[config.mk]
export PLATFORM = sky130hd
export DESIGN_NAME = motion_gated_fan_stepper_controller_core_flat
export DESIGN_NICKNAME = d
export VERILOG_FILES = /design/src/mgfs_pkg.sv /design/src/mgfs_if.sv /design/src/mgfs_display.sv /design/src/mgfs_motion.sv /design/src/mgfs_stepper.sv /design/src/motion_gated_fan_stepper_controller_core.sv /design/src/flat_wrapper.sv
export SDC_FILE = /design/constraint.sdc
export NUM_CORES = 1
export LEC_CHECK = 0
export BUFFER_PORTS_ARGS = -buffer_cell sky130_fd_sc_hd__buf_4
export CAP_MARGIN = 5
export CORE_MARGIN = 2
export CORE_UTILIZATION = 55
export CTS_CLUSTER_DIAMETER = 120
export CTS_CLUSTER_SIZE = 28
export DETAILED_ROUTE_END_ITERATION = 8
export GPL_TIMING_DRIVEN = 0
export PLACE_DENSITY = 0.73
export SLEW_MARGIN = 20
export SYNTH_ARGS = -nofsm -noshare
export SYNTH_HDL_FRONTEND = slang
export SYNTH_SLANG_ARGS = --single-unit
[constraint.sdc]
create_clock -name clk -period 14 [get_ports clk]
set_input_delay 1.4 -clock clk [delete_from_list [all_inputs] [get_ports clk]]
set_output_delay 1.4 -clock clk [all_outputs]
set_load 0.05 [all_outputs]
[src/mgfs_pkg.sv]
`timescale 1ns / 1ps
// Shared types, register indexes, reset values and the band decode
// for the motion-gated fan stepper controller. No dependencies.
package mgfs_pkg;

	// Configuration register file as seen by the tick logic
	typedef struct packed {
		logic [7:0]  slow_th;
		logic [7:0]  med_th;
		logic [7:0]  fast_th;
		logic [15:0] hold_ticks;
		logic [7:0]  period;
		logic [7:0]  wait_slow;
		logic [7:0]  wait_med;
		logic [7:0]  wait_fast;
	} cfg_t;

	// Temperature band membership, one bit per band
	typedef struct packed {
		logic slow;
		logic med;
		logic fast;
	} band_t;

	// Register indexes on the configuration port
	localparam int unsigned CFG_IDX_W = 3;
	localparam int unsigned CFG_DATA_W = 16;
	localparam logic [CFG_IDX_W-1:0] REG_SLOW_TH    = 3'd0;
	localparam logic [CFG_IDX_W-1:0] REG_MED_TH     = 3'd1;
	localparam logic [CFG_IDX_W-1:0] REG_FAST_TH    = 3'd2;
	localparam logic [CFG_IDX_W-1:0] REG_HOLD_TICKS = 3'd3;
	localparam logic [CFG_IDX_W-1:0] REG_PERIOD     = 3'd4;
	localparam logic [CFG_IDX_W-1:0] REG_WAIT_SLOW  = 3'd5;
	localparam logic [CFG_IDX_W-1:0] REG_WAIT_MED   = 3'd6;
	localparam logic [CFG_IDX_W-1:0] REG_WAIT_FAST  = 3'd7;

	// Register reset values
	localparam logic [7:0]  RST_SLOW_TH    = 8'd140;
	localparam logic [7:0]  RST_MED_TH     = 8'd170;
	localparam logic [7:0]  RST_FAST_TH    = 8'd176;
	localparam logic [15:0] RST_HOLD_TICKS = 16'd4000;
	localparam logic [7:0]  RST_PERIOD     = 8'd150;
	localparam logic [7:0]  RST_WAIT_SLOW  = 8'd6;
	localparam logic [7:0]  RST_WAIT_MED   = 8'd4;
	localparam logic [7:0]  RST_WAIT_FAST  = 8'd2;

	// Display mode code shown while the display machine has not started
	localparam logic [2:0] MODE_NONE = 3'd0;

	// Classify a temperature against the three thresholds
	function automatic band_t band_of(input logic [7:0] t, input cfg_t c);
		band_t b;
		b.slow = (c.slow_th <= t) && (t < c.med_th);
		b.med  = (c.med_th <= t) && (t < c.fast_th);
		b.fast = (c.fast_th <= t);
		return b;
	endfunction

endpackage

[src/mgfs_if.sv]
`timescale 1ns / 1ps
// Valid/ready channel interfaces for tick requests and results.
// Standalone; no package dependency.
interface mgfs_tick_if;
	logic       valid;
	logic       ready;
	logic       sensor_active;
	logic [9:0] adc_sample;

	modport source (output valid, output sensor_active, output adc_sample, input ready);
	modport sink (input valid, input sensor_active, input adc_sample, output ready);
endinterface

interface mgfs_result_if;
	logic       valid;
	logic       ready;
	logic [7:0] coil_pattern;
	logic       motion_flag;
	logic [2:0] display_mode;
	logic       display_updated;

	modport source (output valid, output coil_pattern, output motion_flag,
		output display_mode, output display_updated, input ready);
	modport sink (input valid, input coil_pattern, input motion_flag,
		input display_mode, input display_updated, output ready);
endinterface

[src/mgfs_display.sv]
`timescale 1ns / 1ps
// Display mode machine with its period timer.
// Depends on mgfs_pkg for cfg_t and the band decode.
module mgfs_display (
	input  logic              clk,
	input  logic              arst_n,
	input  logic              advance,
	input  logic [7:0]        temp,
	input  logic              motion_prev,
	input  mgfs_pkg::cfg_t    cfg,
	input  logic              period_load,
	input  logic [7:0]        period_value,
	output logic [2:0]        mode_next,
	output logic              updated_next
);
	import mgfs_pkg::*;

	typedef enum logic [2:0] {
		DISP_INIT      = 3'd0,
		DISP_OFF       = 3'd1,
		DISP_MOTION    = 3'd2,
		DISP_LOW       = 3'd3,
		DISP_MEDIUM    = 3'd4,
		DISP_FAST      = 3'd5,
		DISP_UNSTARTED = 3'd7
	} disp_t;

	disp_t      disp_q, disp_n, disp_step;
	logic [7:0] timer_q;
	band_t      b;
	logic       fire;

	assign b = band_of(temp, cfg);
	assign fire = (timer_q == cfg.period);

	// Next mode when the machine steps; later checks override earlier ones
	always_comb begin
		disp_step = disp_q;
		case (disp_q)
			DISP_INIT: disp_step = DISP_OFF;
			DISP_OFF: disp_step = motion_prev ? DISP_MOTION : DISP_OFF;
			DISP_MOTION: begin
				if (b.slow) disp_step = DISP_LOW;
				if (b.med) disp_step = DISP_MEDIUM;
				if (b.fast) disp_step = DISP_FAST;
			end
			DISP_LOW: begin
				if (temp < cfg.slow_th) disp_step = DISP_OFF;
				if (b.med) disp_step = DISP_MEDIUM;
				if (b.slow) disp_step = DISP_LOW;
				if (!motion_prev) disp_step = DISP_OFF;
			end
			DISP_MEDIUM: begin
				if (temp < cfg.med_th) disp_step = DISP_LOW;
				if (b.fast) disp_step = DISP_FAST;
				if (b.med) disp_step = DISP_MEDIUM;
				if (!motion_prev) disp_step = DISP_OFF;
			end
			DISP_FAST: begin
				if (b.med) disp_step = DISP_MEDIUM;
				if (b.fast) disp_step = DISP_FAST;
				if (!motion_prev) disp_step = DISP_OFF;
			end
			default: disp_step = DISP_INIT;
		endcase
	end

	assign disp_n = fire ? disp_step : disp_q;
	assign mode_next = (disp_n > DISP_FAST) ? MODE_NONE : disp_n;
	assign updated_next = fire;

	// Hold state and timer; reload the timer on a period write before start
	always_ff @(posedge clk or negedge arst_n) begin
		if (!arst_n) begin
			disp_q <= DISP_UNSTARTED;
			timer_q <= RST_PERIOD;
		end else if (advance) begin
			disp_q <= disp_n;
			timer_q <= fire ? 8'd1 : timer_q + 8'd1;
		end else if (period_load && (disp_q > DISP_FAST)) begin
			timer_q <= period_value;
		end
	end

endmodule

[src/mgfs_motion.sv]
`timescale 1ns / 1ps
// Motion hold machine: sets the flag on detection and holds it for the
// configured number of ticks. Depends on mgfs_pkg for cfg_t.
module mgfs_motion (
	input  logic           clk,
	input  logic           arst_n,
	input  logic           advance,
	input  logic           sensor,
	input  mgfs_pkg::cfg_t cfg,
	output logic           held_prev,
	output logic           held_next
);
	import mgfs_pkg::*;

	typedef enum logic [1:0] {
		MOT_UNSTARTED = 2'd0,
		MOT_INIT      = 2'd1,
		MOT_CHECK     = 2'd2,
		MOT_WAIT      = 2'd3
	} mot_t;

	mot_t        phase_q, phase_n;
	logic [15:0] hold_q, hold_n;
	logic        held_q;

	// Step the machine; re-arm the hold while the sensor stays active
	always_comb begin
		phase_n = phase_q;
		hold_n = hold_q;
		held_next = held_q;
		case (phase_q)
			MOT_INIT: begin
				phase_n = MOT_CHECK;
				held_next = 1'b0;
			end
			MOT_CHECK: begin
				if (sensor) begin
					phase_n = MOT_WAIT;
					hold_n = '0;
					held_next = 1'b1;
				end
			end
			MOT_WAIT: begin
				if (hold_q != 16'hFFFF) hold_n = hold_q + 16'd1;
				if ((hold_n >= cfg.hold_ticks) && !sensor) begin
					phase_n = MOT_CHECK;
					held_next = 1'b0;
				end
			end
			default: phase_n = MOT_INIT;
		endcase
		if ((phase_n == MOT_WAIT) && (hold_n >= cfg.hold_ticks) && sensor) hold_n = '0;
	end

	assign held_prev = held_q;

	always_ff @(posedge clk or negedge arst_n) begin
		if (!arst_n) begin
			phase_q <= MOT_UNSTARTED;
			hold_q <= '0;
			held_q <= 1'b0;
		end else if (advance) begin
			phase_q <= phase_n;
			hold_q <= hold_n;
			held_q <= held_next;
		end
	end

endmodule

[src/mgfs_stepper.sv]
`timescale 1ns / 1ps
// Four-phase one-hot stepper with band-selected step wait.
// Depends on mgfs_pkg for cfg_t and the band decode.
module mgfs_stepper (
	input  logic           clk,
	input  logic           arst_n,
	input  logic           advance,
	input  logic [7:0]     temp,
	input  logic           held,
	input  mgfs_pkg::cfg_t cfg,
	output logic [7:0]     coil_next
);
	import mgfs_pkg::*;

	typedef enum logic [2:0] {
		STEP_UNSTARTED = 3'd0,
		STEP_INIT      = 3'd1,
		STEP_P1        = 3'd2,
		STEP_P2        = 3'd3,
		STEP_P3        = 3'd4,
		STEP_P4        = 3'd5
	} step_t;

	step_t      phase_q, phase_n;
	logic [7:0] count_q, count_n;
	logic [7:0] wait_q, wait_n;
	band_t      b;

	assign b = band_of(temp, cfg);

	// Pick the wait by band, then advance one coil once the wait is reached while motion is held
	always_comb begin
		wait_n = wait_q;
		if (b.slow) wait_n = cfg.wait_slow;
		if (b.med) wait_n = cfg.wait_med;
		if (b.fast) wait_n = cfg.wait_fast;

		phase_n = phase_q;
		count_n = count_q;
		case (phase_q)
			STEP_INIT: phase_n = STEP_P1;
			STEP_P1, STEP_P2, STEP_P3, STEP_P4: begin
				if ((count_q >= wait_n) && held) begin
					count_n = '0;
					case (phase_q)
						STEP_P1: phase_n = STEP_P2;
						STEP_P2: phase_n = STEP_P3;
						STEP_P3: phase_n = STEP_P4;
						default: phase_n = STEP_P1;
					endcase
				end
			end
			default: phase_n = STEP_INIT;
		endcase
		if ((phase_n >= STEP_P1) && (phase_n <= STEP_P4)) count_n = count_n + 8'd1;
	end

	// Drive byte for the new phase
	always_comb begin
		case (phase_n)
			STEP_P1: coil_next = 8'h80;
			STEP_P2: coil_next = 8'h40;
			STEP_P3: coil_next = 8'h20;
			STEP_P4: coil_next = 8'h10;
			default: coil_next = 8'h00;
		endcase
	end

	always_ff @(posedge clk or negedge arst_n) begin
		if (!arst_n) begin
			phase_q <= STEP_UNSTARTED;
			count_q <= '0;
			wait_q <= '0;
		end else if (advance) begin
			phase_q <= phase_n;
			count_q <= count_n;
			wait_q <= wait_n;
		end
	end

endmodule

[src/motion_gated_fan_stepper_controller_core.sv]
`timescale 1ns / 1ps
// Motion-gated fan stepper controller, top level.
// Depends on mgfs_pkg, mgfs_if and the display, motion and stepper modules.
//
// Usage: each request on the ticks channel is one scheduler tick carrying
// the motion sensor bit and an ADC sample (low eight bits = temperature).
// Every tick yields exactly one request on the results channel: coil drive
// byte, held motion flag, display mode code and a display-stepped flag.
// A tick passes through the input register, then the tick logic feeding the
// result register, which drives the results channel. Throughput is one tick
// per cycle while the receiver does not stall; the three state machines
// update together in one pass.
// When the receiver stalls, the result register holds; one more tick may
// wait in the input register, after which ticks.ready drops.
// Reset (arst_n low) clears both stages, returns all machines to their
// unstarted phases and loads the register defaults. The configuration
// port writes one register per cycle with cfg_wen high; write it only
// while no tick is in flight.
module motion_gated_fan_stepper_controller_core (
	input  logic                            clk,
	input  logic                            arst_n,
	mgfs_tick_if.sink                       ticks,
	mgfs_result_if.source                   results,
	input  logic                            cfg_wen,
	input  logic [mgfs_pkg::CFG_IDX_W-1:0]  cfg_index,
	input  logic [mgfs_pkg::CFG_DATA_W-1:0] cfg_wdata
);
	import mgfs_pkg::*;

	cfg_t       cfg_q;
	logic       valid_s1;
	logic       sensor_s1;
	logic [7:0] temp_s1;
	logic       valid_s2;
	logic [7:0] coil_s2;
	logic       motion_s2;
	logic [2:0] mode_s2;
	logic       updated_s2;
	logic       out_free;
	logic       advance;
	logic       held_prev, held_next;
	logic [2:0] mode_next;
	logic       updated_next;
	logic [7:0] coil_next;
	logic       period_load;

	assign out_free = !valid_s2 || results.ready;
	assign advance = valid_s1 && out_free;
	assign ticks.ready = !valid_s1 || advance;
	assign period_load = cfg_wen && (cfg_index == REG_PERIOD);

	// Configuration registers
	always_ff @(posedge clk or negedge arst_n) begin
		if (!arst_n) begin
			cfg_q.slow_th <= RST_SLOW_TH;
			cfg_q.med_th <= RST_MED_TH;
			cfg_q.fast_th <= RST_FAST_TH;
			cfg_q.hold_ticks <= RST_HOLD_TICKS;
			cfg_q.period <= RST_PERIOD;
			cfg_q.wait_slow <= RST_WAIT_SLOW;
			cfg_q.wait_med <= RST_WAIT_MED;
			cfg_q.wait_fast <= RST_WAIT_FAST;
		end else if (cfg_wen) begin
			case (cfg_index)
				REG_SLOW_TH: cfg_q.slow_th <= cfg_wdata[7:0];
				REG_MED_TH: cfg_q.med_th <= cfg_wdata[7:0];
				REG_FAST_TH: cfg_q.fast_th <= cfg_wdata[7:0];
				REG_HOLD_TICKS: cfg_q.hold_ticks <= cfg_wdata;
				REG_PERIOD: cfg_q.period <= cfg_wdata[7:0];
				REG_WAIT_SLOW: cfg_q.wait_slow <= cfg_wdata[7:0];
				REG_WAIT_MED: cfg_q.wait_med <= cfg_wdata[7:0];
				REG_WAIT_FAST: cfg_q.wait_fast <= cfg_wdata[7:0];
				default: ;
			endcase
		end
	end

	// Input stage: take a tick whenever the stage is empty or empties this cycle
	always_ff @(posedge clk or negedge arst_n) begin
		if (!arst_n) begin
			valid_s1 <= 1'b0;
		end else if (ticks.ready) begin
			valid_s1 <= ticks.valid;
		end
	end

	always_ff @(posedge clk) begin
		if (ticks.valid && ticks.ready) begin
			sensor_s1 <= ticks.sensor_active;
			temp_s1 <= ticks.adc_sample[7:0];
		end
	end

	mgfs_display u_display (
		.clk          (clk),
		.arst_n       (arst_n),
		.advance      (advance),
		.temp         (temp_s1),
		.motion_prev  (held_prev),
		.cfg          (cfg_q),
		.period_load  (period_load),
		.period_value (cfg_wdata[7:0]),
		.mode_next    (mode_next),
		.updated_next (updated_next)
	);

	mgfs_motion u_motion (
		.clk       (clk),
		.arst_n    (arst_n),
		.advance   (advance),
		.sensor    (sensor_s1),
		.cfg       (cfg_q),
		.held_prev (held_prev),
		.held_next (held_next)
	);

	mgfs_stepper u_stepper (
		.clk       (clk),
		.arst_n    (arst_n),
		.advance   (advance),
		.temp      (temp_s1),
		.held      (held_next),
		.cfg       (cfg_q),
		.coil_next (coil_next)
	);

	// Result stage: hold while the receiver stalls
	always_ff @(posedge clk or negedge arst_n) begin
		if (!arst_n) begin
			valid_s2 <= 1'b0;
		end else if (out_free) begin
			valid_s2 <= valid_s1;
		end
	end

	always_ff @(posedge clk) begin
		if (advance) begin
			coil_s2 <= coil_next;
			motion_s2 <= held_next;
			mode_s2 <= mode_next;
			updated_s2 <= updated_next;
		end
	end

	assign results.valid = valid_s2;
	assign results.coil_pattern = coil_s2;
	assign results.motion_flag = motion_s2;
	assign results.display_mode = mode_s2;
	assign results.display_updated = updated_s2;

`ifndef SYNTH
	// A tick that moved into the result stage shows up as a valid result
	a_advance_to_result: assert property (@(posedge clk) disable iff (!arst_n)
		advance |=> results.valid)
		else $error("advanced tick did not reach the result register");

	// Both stages full and the receiver stalled: no new request is taken
	a_full_backpressure: assert property (@(posedge clk) disable iff (!arst_n)
		(valid_s1 && valid_s2 && !results.ready) |-> !ticks.ready)
		else $error("tick accepted while both stages are full");

	// At most one coil driven at a time
	a_coil_onehot: assert property (@(posedge clk) disable iff (!arst_n)
		results.valid |-> $onehot0(results.coil_pattern))
		else $error("more than one stepper coil driven");

	// Display mode codes stay within the defined set
	a_mode_range: assert property (@(posedge clk) disable iff (!arst_n)
		results.valid |-> (results.display_mode <= 3'd5))
		else $error("display mode code out of range");
`endif

endmodule

[src/flat_wrapper.sv]
// flat-port wrapper written by rule: the top's interface ports become plain ports
module motion_gated_fan_stepper_controller_core_flat import mgfs_pkg::*;
  (clk, arst_n, cfg_wen, cfg_index, cfg_wdata, ticks_valid, ticks_sensor_active, ticks_adc_sample, ticks_ready, results_valid, results_coil_pattern, results_motion_flag, results_display_mode, results_display_updated, results_ready);
  mgfs_tick_if ticks_i ();
  mgfs_result_if results_i ();
  input  logic clk;
  input  logic arst_n;
  input  logic cfg_wen;
  input  logic [mgfs_pkg::CFG_IDX_W-1:0] cfg_index;
  input  logic [mgfs_pkg::CFG_DATA_W-1:0] cfg_wdata;
  input wire logic [$bits(ticks_i.valid)-1:0] ticks_valid;
  input wire logic [$bits(ticks_i.sensor_active)-1:0] ticks_sensor_active;
  input wire logic [$bits(ticks_i.adc_sample)-1:0] ticks_adc_sample;
  output wire logic [$bits(ticks_i.ready)-1:0] ticks_ready;
  output wire logic [$bits(results_i.valid)-1:0] results_valid;
  output wire logic [$bits(results_i.coil_pattern)-1:0] results_coil_pattern;
  output wire logic [$bits(results_i.motion_flag)-1:0] results_motion_flag;
  output wire logic [$bits(results_i.display_mode)-1:0] results_display_mode;
  output wire logic [$bits(results_i.display_updated)-1:0] results_display_updated;
  input wire logic [$bits(results_i.ready)-1:0] results_ready;
  assign ticks_i.valid = ticks_valid;
  assign ticks_i.sensor_active = ticks_sensor_active;
  assign ticks_i.adc_sample = ticks_adc_sample;
  assign ticks_ready = ticks_i.ready;
  assign results_valid = results_i.valid;
  assign results_coil_pattern = results_i.coil_pattern;
  assign results_motion_flag = results_i.motion_flag;
  assign results_display_mode = results_i.display_mode;
  assign results_display_updated = results_i.display_updated;
  assign results_i.ready = results_ready;
  motion_gated_fan_stepper_controller_core u_core (.clk(clk), .arst_n(arst_n), .ticks(ticks_i), .results(results_i), .cfg_wen(cfg_wen), .cfg_index(cfg_index), .cfg_wdata(cfg_wdata));
endmodule
== Word-level counts from Yosys, hierarchy flattened ==
Index checks and enable logic that the tools add are counted.

* Add/subtract/negate cells: 3
* Order comparisons: 13
* Equality and inequality tests: 27
* Mux-type cells: 41
* Reductions and logical operators: 28

{| class="wikitable"
|+ Operator list
! operator !! count
|-
| 8-bit two-way mux || 9
|-
| 16-bit two-way mux || 4
|-
| 3-bit two-way mux || 16
|-
| 16-bit greater-or-equal comparator || 2
|-
| 16-bit one-hot mux with 2 select lines || 1
|-
| 8-bit one-hot mux with 4 select lines || 1
|-
| 3-bit == test (second input constant) || 10
|-
| 3-bit by 2-bit == test with 1-bit output (second input constant) || 8
|-
| 8-bit <= comparator || 3
|-
| 8-bit less-than comparator || 3
|-
| 3-bit one-hot mux with 6 select lines || 1
|-
| 16-bit by 1-bit adder with 16-bit output (second input constant) || 1
|-
| 8-bit by 1-bit adder with 8-bit output (second input constant) || 2
|-
| 16-bit != test (second input constant) || 1
|-
| 2-bit AND reduction || 8
|-
| 1-bit logical AND || 11
|-
| 3-bit by 1-bit == test with 1-bit output (second input constant) || 3
|-
| 3-bit one-hot mux with 3 select lines || 1
|-
| 8-bit == test || 1
|-
| 8-bit greater-or-equal comparator || 1
|-
| 2-bit == test (second input constant) || 3
|-
| 3-bit > comparator (second input constant) || 2
|-
| 3-bit logical NOT || 2
|-
| 2-bit two-way mux || 3
|-
| other kinds (11) || 15
|}

* Register bits: 145
* Input bits: 35

== Depth between registers and ports, before layout ==
* Depth in word-level cells: 13
* Mapped depth: 24
* Depth with buffers taken out: 23

== Hierarchy ==
Synthesis repeated with hierarchy kept, for this count alone.

* Cells, all modules: 932
* Area total of the unflattened synthesis: 9649.3 um^2

{| class="wikitable"
|+ Modules (own cells, without submodules)
! module !! times used !! cells each !! area each (um^2)
|-
| motion_gated_fan_stepper_controller_core || 1 || 190 || 3535.9
|-
| mgfs_motion || 1 || 300 || 2326.0
|-
| mgfs_stepper || 1 || 258 || 2269.7
|-
| mgfs_display || 1 || 184 || 1517.7
|}

== Worst setup path before layout ==
No wires, ideal clock.

* Path type: register to register
* From: reg u_core.u_motion.hold_q[4]
* To: reg u_core.u_stepper.count_q[1]
* Data arrival time: 4.268 ns
* Data required time: 13.859 ns
* Path slack: 9.591 ns
* Cell stages (with the launch flop): 19
* Clock period less this slack: 4.409 ns
* Cells stage by stage: dfrtp_1 > buf_2 > nand4_4 > nor4_1 > nand2_1 > nand2b_1 > nor3_1 > or2_2 > ha_1 > and4_1 > o211a_1 > a221o_1 > a211oi_2 > o221ai_2 > and2_1 > ha_1 > or3_1 > o21ai_0 > a211oi_1

* Word-level cells in the longest chain between the ends: 13

{| class="wikitable"
|+ Ends and longest elaborated chain
! element !! line !! text
|-
| start: declaration || mgfs_motion.sv:23 || <nowiki>logic [15:0] hold_q, hold_n;</nowiki>
|-
| start signal: assignment || mgfs_motion.sv:64 || <nowiki>hold_q <= hold_n;</nowiki>
|-
| 16-bit by 1-bit adder with 16-bit output / 16-bit != test (equally long branches) || mgfs_motion.sv:44 || <nowiki>if (hold_q != 16'hFFFF) hold_n = hold_q + 16'd1;</nowiki>
|-
| 16-bit two-way mux * || mgfs_motion.sv:44 ||
|-
| 16-bit two-way mux * || mgfs_motion.sv:31 || <nowiki>case (phase_q)</nowiki>
|-
| 16-bit greater-or-equal comparator * || mgfs_motion.sv:45 || <nowiki>if ((hold_n >= cfg.hold_ticks) && !sensor) begin</nowiki>
|-
| 1-bit logical AND * || mgfs_motion.sv:45 ||
|-
| 1-bit two-way mux * || mgfs_motion.sv:45 ||
|-
| 1-bit one-hot mux with 3 select lines * || mgfs_motion.sv:31 ||
|-
| 1-bit logical AND * || mgfs_stepper.sv:43 || <nowiki>if ((count_q >= wait_n) && held) begin</nowiki>
|-
| branches (longest 4 deep; another with 8-bit by 1-bit adder with 8-bit output) || -- ||
|-
| 8-bit two-way mux * || mgfs_stepper.sv:55 || <nowiki>if ((phase_n >= STEP_P1) && (phase_n <= STEP_P4)) count_n = count_n + 8'd1;</nowiki>
|-
| end signal: assignment || mgfs_stepper.sv:76 || <nowiki>count_q <= count_n;</nowiki>
|-
| end: declaration || mgfs_stepper.sv:25 || <nowiki>logic [7:0] count_q, count_n;</nowiki>
|}

Mark *: on every way between the ends. The select of a mux whose other input is x is not followed.
A chain may end at the register's enable or synchronous reset.

== Worst setup path after layout ==
* From: reg u_core.temp_s1[7]
* To: reg u_core.u_stepper.count_q[6]

* Word-level cells in the longest chain between the ends: 12

{| class="wikitable"
|+ Ends and longest elaborated chain
! element !! line !! text
|-
| start: declaration || motion_gated_fan_stepper_controller_core.sv:33 || <nowiki>logic [7:0] temp_s1;</nowiki>
|-
| start signal: assignment || motion_gated_fan_stepper_controller_core.sv:90 || <nowiki>temp_s1 <= ticks.adc_sample[7:0];</nowiki>
|-
| 8-bit <= comparator / 8-bit less-than comparator (equally long branches) || mgfs_pkg.sv:53 || <nowiki>b.slow = (c.slow_th <= t) && (t < c.med_th);</nowiki>
|-
| 1-bit logical AND || mgfs_pkg.sv:53 ||
|-
| 8-bit two-way mux || mgfs_stepper.sv:34 || <nowiki>if (b.slow) wait_n = cfg.wait_slow;</nowiki>
|-
| 8-bit two-way mux || mgfs_stepper.sv:35 || <nowiki>if (b.med) wait_n = cfg.wait_med;</nowiki>
|-
| 8-bit two-way mux * || mgfs_stepper.sv:36 || <nowiki>if (b.fast) wait_n = cfg.wait_fast;</nowiki>
|-
| 8-bit greater-or-equal comparator * || mgfs_stepper.sv:43 ||
|-
| 1-bit logical AND * || mgfs_stepper.sv:43 ||
|-
| branches (longest 4 deep; another with 8-bit by 1-bit adder with 8-bit output) || -- ||
|-
| 8-bit two-way mux * || mgfs_stepper.sv:55 ||
|}

Mark *: on every way between the ends.

==> flow_metrics.py <==
metrics = {
    "cts": {
        "path_clk_slew_ns": 0.07,
        "clk_latency_ns": 0.43,
        "numCtsBuffers": 17,
        "h-tree-depth": 4,
        "post_cts_resize_count": 0,
        "hold_buffers": 0,
        "clock_sinks": 141,
        "cts_tree": "done",
        "cts-root-buf": "clkbuf_16",
        "postCtsSetupBuffers": 0,
        "cts_buffer_depth": 2,
    },
    "final_layout": {
        "drive_above_1_share": 0.1884,
        "fin_nets": 1055,
        "fin_cells": 1182,
        "area_growth_pct": 13.32,
        "diodes": 0,
    },
    "timing": {
        "finalHoldViolations": 0,
        "relSlewSlack": 0.4688,
        "skew_ns": 0.01077,
        "min_period_ns": 5.459,
        "rsz0062_at_grt": "false",
        "tightest_slew_ns": 0.7915,
        "final-setup-viol-count": 0,
        "setup_tns_ns": 0,
        "period_share": 0.3899,
        "max_freq_ghz": 0.1832,
        "drv_slew": 0,
    },
    "grt": {
        "overflow": 0,
        "grt_antenna_before_repair": 0,
        "grt_pass1_vias": 6676,
        "track_usage": 0.2573,
        "grt_pass1_wl_um": 33700,
        "grt_max_degree": 65,
    },
    "detailed_routing": {
        "wl_per_cell_um": 17.68,
        "first_pass_iters": 5,
        "wl_um": 20900,
        "drt_iter0_markers": 542,
        "via_per_inst": 5.933,
        "drc": 0,
        "num_vias": 7013,
        "ant_nets": 0,
    },
    "run": {
        "drv_cap": 0,
    },
    "placement": {
        "port_buffers": 32,
        "gp_congestion": 0.9100,
        "dp_hpwl_um": 14540,
        "placed_cells": 1150,
    },
    "hold_path": {
        "hp-class": "flop to flop",
        "hold_depth": 1,
        "hold_start": "u_core.valid_s1$_DFFE_PN0N_",
        "min_to": "u_core.results.valid$_DFFE_PN0P_",
    },
    "logic_synthesis": {
        "synth_common_cells": "nand2_1, dfrtp_1, ha_1",
        "ys_types": 75,
        "ys.flop_type": "dfrtp_1",
        "ys_seq_elements": 141,
        "ys_warn_count": 0,
        "postSynth.asyncResetShare": 0.8723,
        "synth.area.top_cells": "dfrtp_1, ha_1, dfstp_2",
        "synth_top_area_share": 0.2627,
        "syn_inst": 898,
        "synth_area_mm2": 0.008762,
        "seq_area_frac_synth": 0.4174,
        "synthMostInstantiatedCell": "nand2_1",
        "synth_edf_count": 18,
        "synth.avg_cell_area_um2": 9.757,
        "yosysTopAreaCell": "dfrtp_1",
    },
    "die": {
        "dieWidth_um": 130.2,
        "core_mm2": 0.01571,
        "dieArea_mm2": 0.01696,
        "std_cell_rows": 46,
        "die_h_um": 130.2,
        "start_util": 0.5577,
        "io_pins": 50,
    },
    "worst_setup_path": {
        "endpoint_kind": "flop",
        "r2r_cells": 20,
        "timing.rr.end": "u_core.u_stepper.count_q[6]$_DFFE_PN0P_",
        "r2r-start": "u_core.temp_s1[7]$_DFFE_PP_",
        "critPathMaxFanout": 10,
        "rrSetupSlack_ns": 8.54,
        "criticalPathCategory": "flop to flop",
        "start_kind": "flop",
        "arrival_ns": 5.76,
        "worstPathRequired_ns": 14.30,
    },
    "power": {
        "max-vdd-ir-drop_mv": 0.1332,
        "leakage_nw": 4.518,
        "powerDensity_mw_per_mm2": 180.1,
    },
    "status": {
        "status": "finished clean",
    },
}
per-layer routing:
layer / track usage / share of wire / vias up
li1: - / - / 3366
met1: 0.3486 / 0.45 / 3412
met2: 0.4158 / 0.47 / 196
met3: 0.05002 / 0.046 / 39
met4: 0.08918 / 0.026 / 0
met5: 0 / 0 / -
report_power, final:
| group | switching, mW | internal (mW) | leakage [nW] |
|---|---|---|---|
| clock network | 0.195 | 0.268 | 0.289 |
| logic | 0.414 | 0.299 | 2.63 |
| registers | 0.0754 | 0.538 | 1.60 |
| total | 0.684 | 1.11 | 4.52 |
layout make-up:
class,count,area [um^2]
clock inverter,15,173.9
tap,216,270.3
clock buffer,17,425.4
buffer,49,219.0
fill,1289,5783
timing repair buffer,33,275.3
sequential,141,3657
inverter,62,232.7
multi-input combinational,649,4676
critical path, stage by stage (launching register included):
cell      delay, ns
edfxtp_1       0.42
inv_1          0.06
ha_1           0.33
and4_1         0.21
nor2b_1        0.13
a22oi_1        0.48
clkbuf_1       0.47
buf_1          0.56
mux2i_1        0.30
ha_1           0.29
and3_1         0.18
a21oi_1        0.12
a31oi_1        0.15
o221ai_2       0.44
and2_1         0.20
ha_1           0.13
and3_1         0.20
nand3_1        0.11
inv_1          0.09
nand3_1        0.12
o311ai_0       0.33
stage by stage:
stage                     hold WS (ns)    util  total power [mW]  area (um^2)  setup slack, ns
after global placement          0.4822  0.5909             1.295         9284            8.762
after global routing            0.5195  0.6319             1.915         9930            8.127
after floorplan                 0.4572       -             1.140         8773            9.591
after CTS                       0.5019  0.6316             1.790         9923            8.578
after detailed placement        0.4934  0.5934             1.317         9324            8.656
final                           0.4951  0.6319             1.789         9930            8.541
cell families (layout without fill, tap and decap cells):
logic type	after synthesis	in the layout	synth area share
other cells	1	4	0.0004280
buf+inv	111	176	0.05141
compound gates	214	214	0.1641
flops	141	141	0.4174
fa+ha+maj	67	67	0.09567
simple gates	265	265	0.1522
mux	79	79	0.09881
xor+xnor	20	20	0.01999
layout by cell type (no fill, tap or decap), types with 10 or more instances in the layout:
master and n:
a21o_1 19, a21oi_1 41, and3_1 12, buf_4 35, clkbuf_1 35, clkbuf_16 17, dfrtp_1 92, dfstp_2 31
edfxtp_1 18, ha_1 67, inv_1 61, mux2_2 60, mux2i_1 19, nand2_1 110, nand2b_1 12, nand3_1 31
nand4_1 11, nor2_1 34, o21a_1 11, o21ai_0 56, o31ai_1 10, xnor2_1 10, xor2_1 10
flip-flops by register name (all words and copies together) (netlist names), 2 cells and up:
register / count
u_core.cfg_q: 72
u_core.u_motion.hold_q: 16
u_core.temp_s1: 8
u_core.u_display.timer_q: 8
u_core.u_stepper.count_q: 8
u_core.u_stepper.wait_q: 8
u_core.results.coil_pattern: 4
u_core.results.display_mode: 3
u_core.u_display.disp_q: 3
u_core.u_stepper.phase_q: 3
u_core.u_motion.phase_q: 2
worst max path at each step:
stage / start / end / slack, ns
after floorplan: u_core.u_motion.hold_q[4]$_DFFE_PN0P_ / u_core.u_stepper.count_q[1]$_DFFE_PN0P_ / 9.59
after global placement: u_core.temp_s1[2]$_DFFE_PP_ / u_core.u_stepper.count_q[6]$_DFFE_PN0P_ / 8.76
after detailed placement: u_core.temp_s1[2]$_DFFE_PP_ / u_core.u_stepper.count_q[6]$_DFFE_PN0P_ / 8.66
after CTS: u_core.temp_s1[7]$_DFFE_PP_ / u_core.u_stepper.count_q[6]$_DFFE_PN0P_ / 8.58
after global routing: u_core.temp_s1[7]$_DFFE_PP_ / u_core.u_stepper.count_q[6]$_DFFE_PN0P_ / 8.13
final: u_core.temp_s1[7]$_DFFE_PP_ / u_core.u_stepper.count_q[6]$_DFFE_PN0P_ / 8.54
Power figures use the tool's default switching activity.
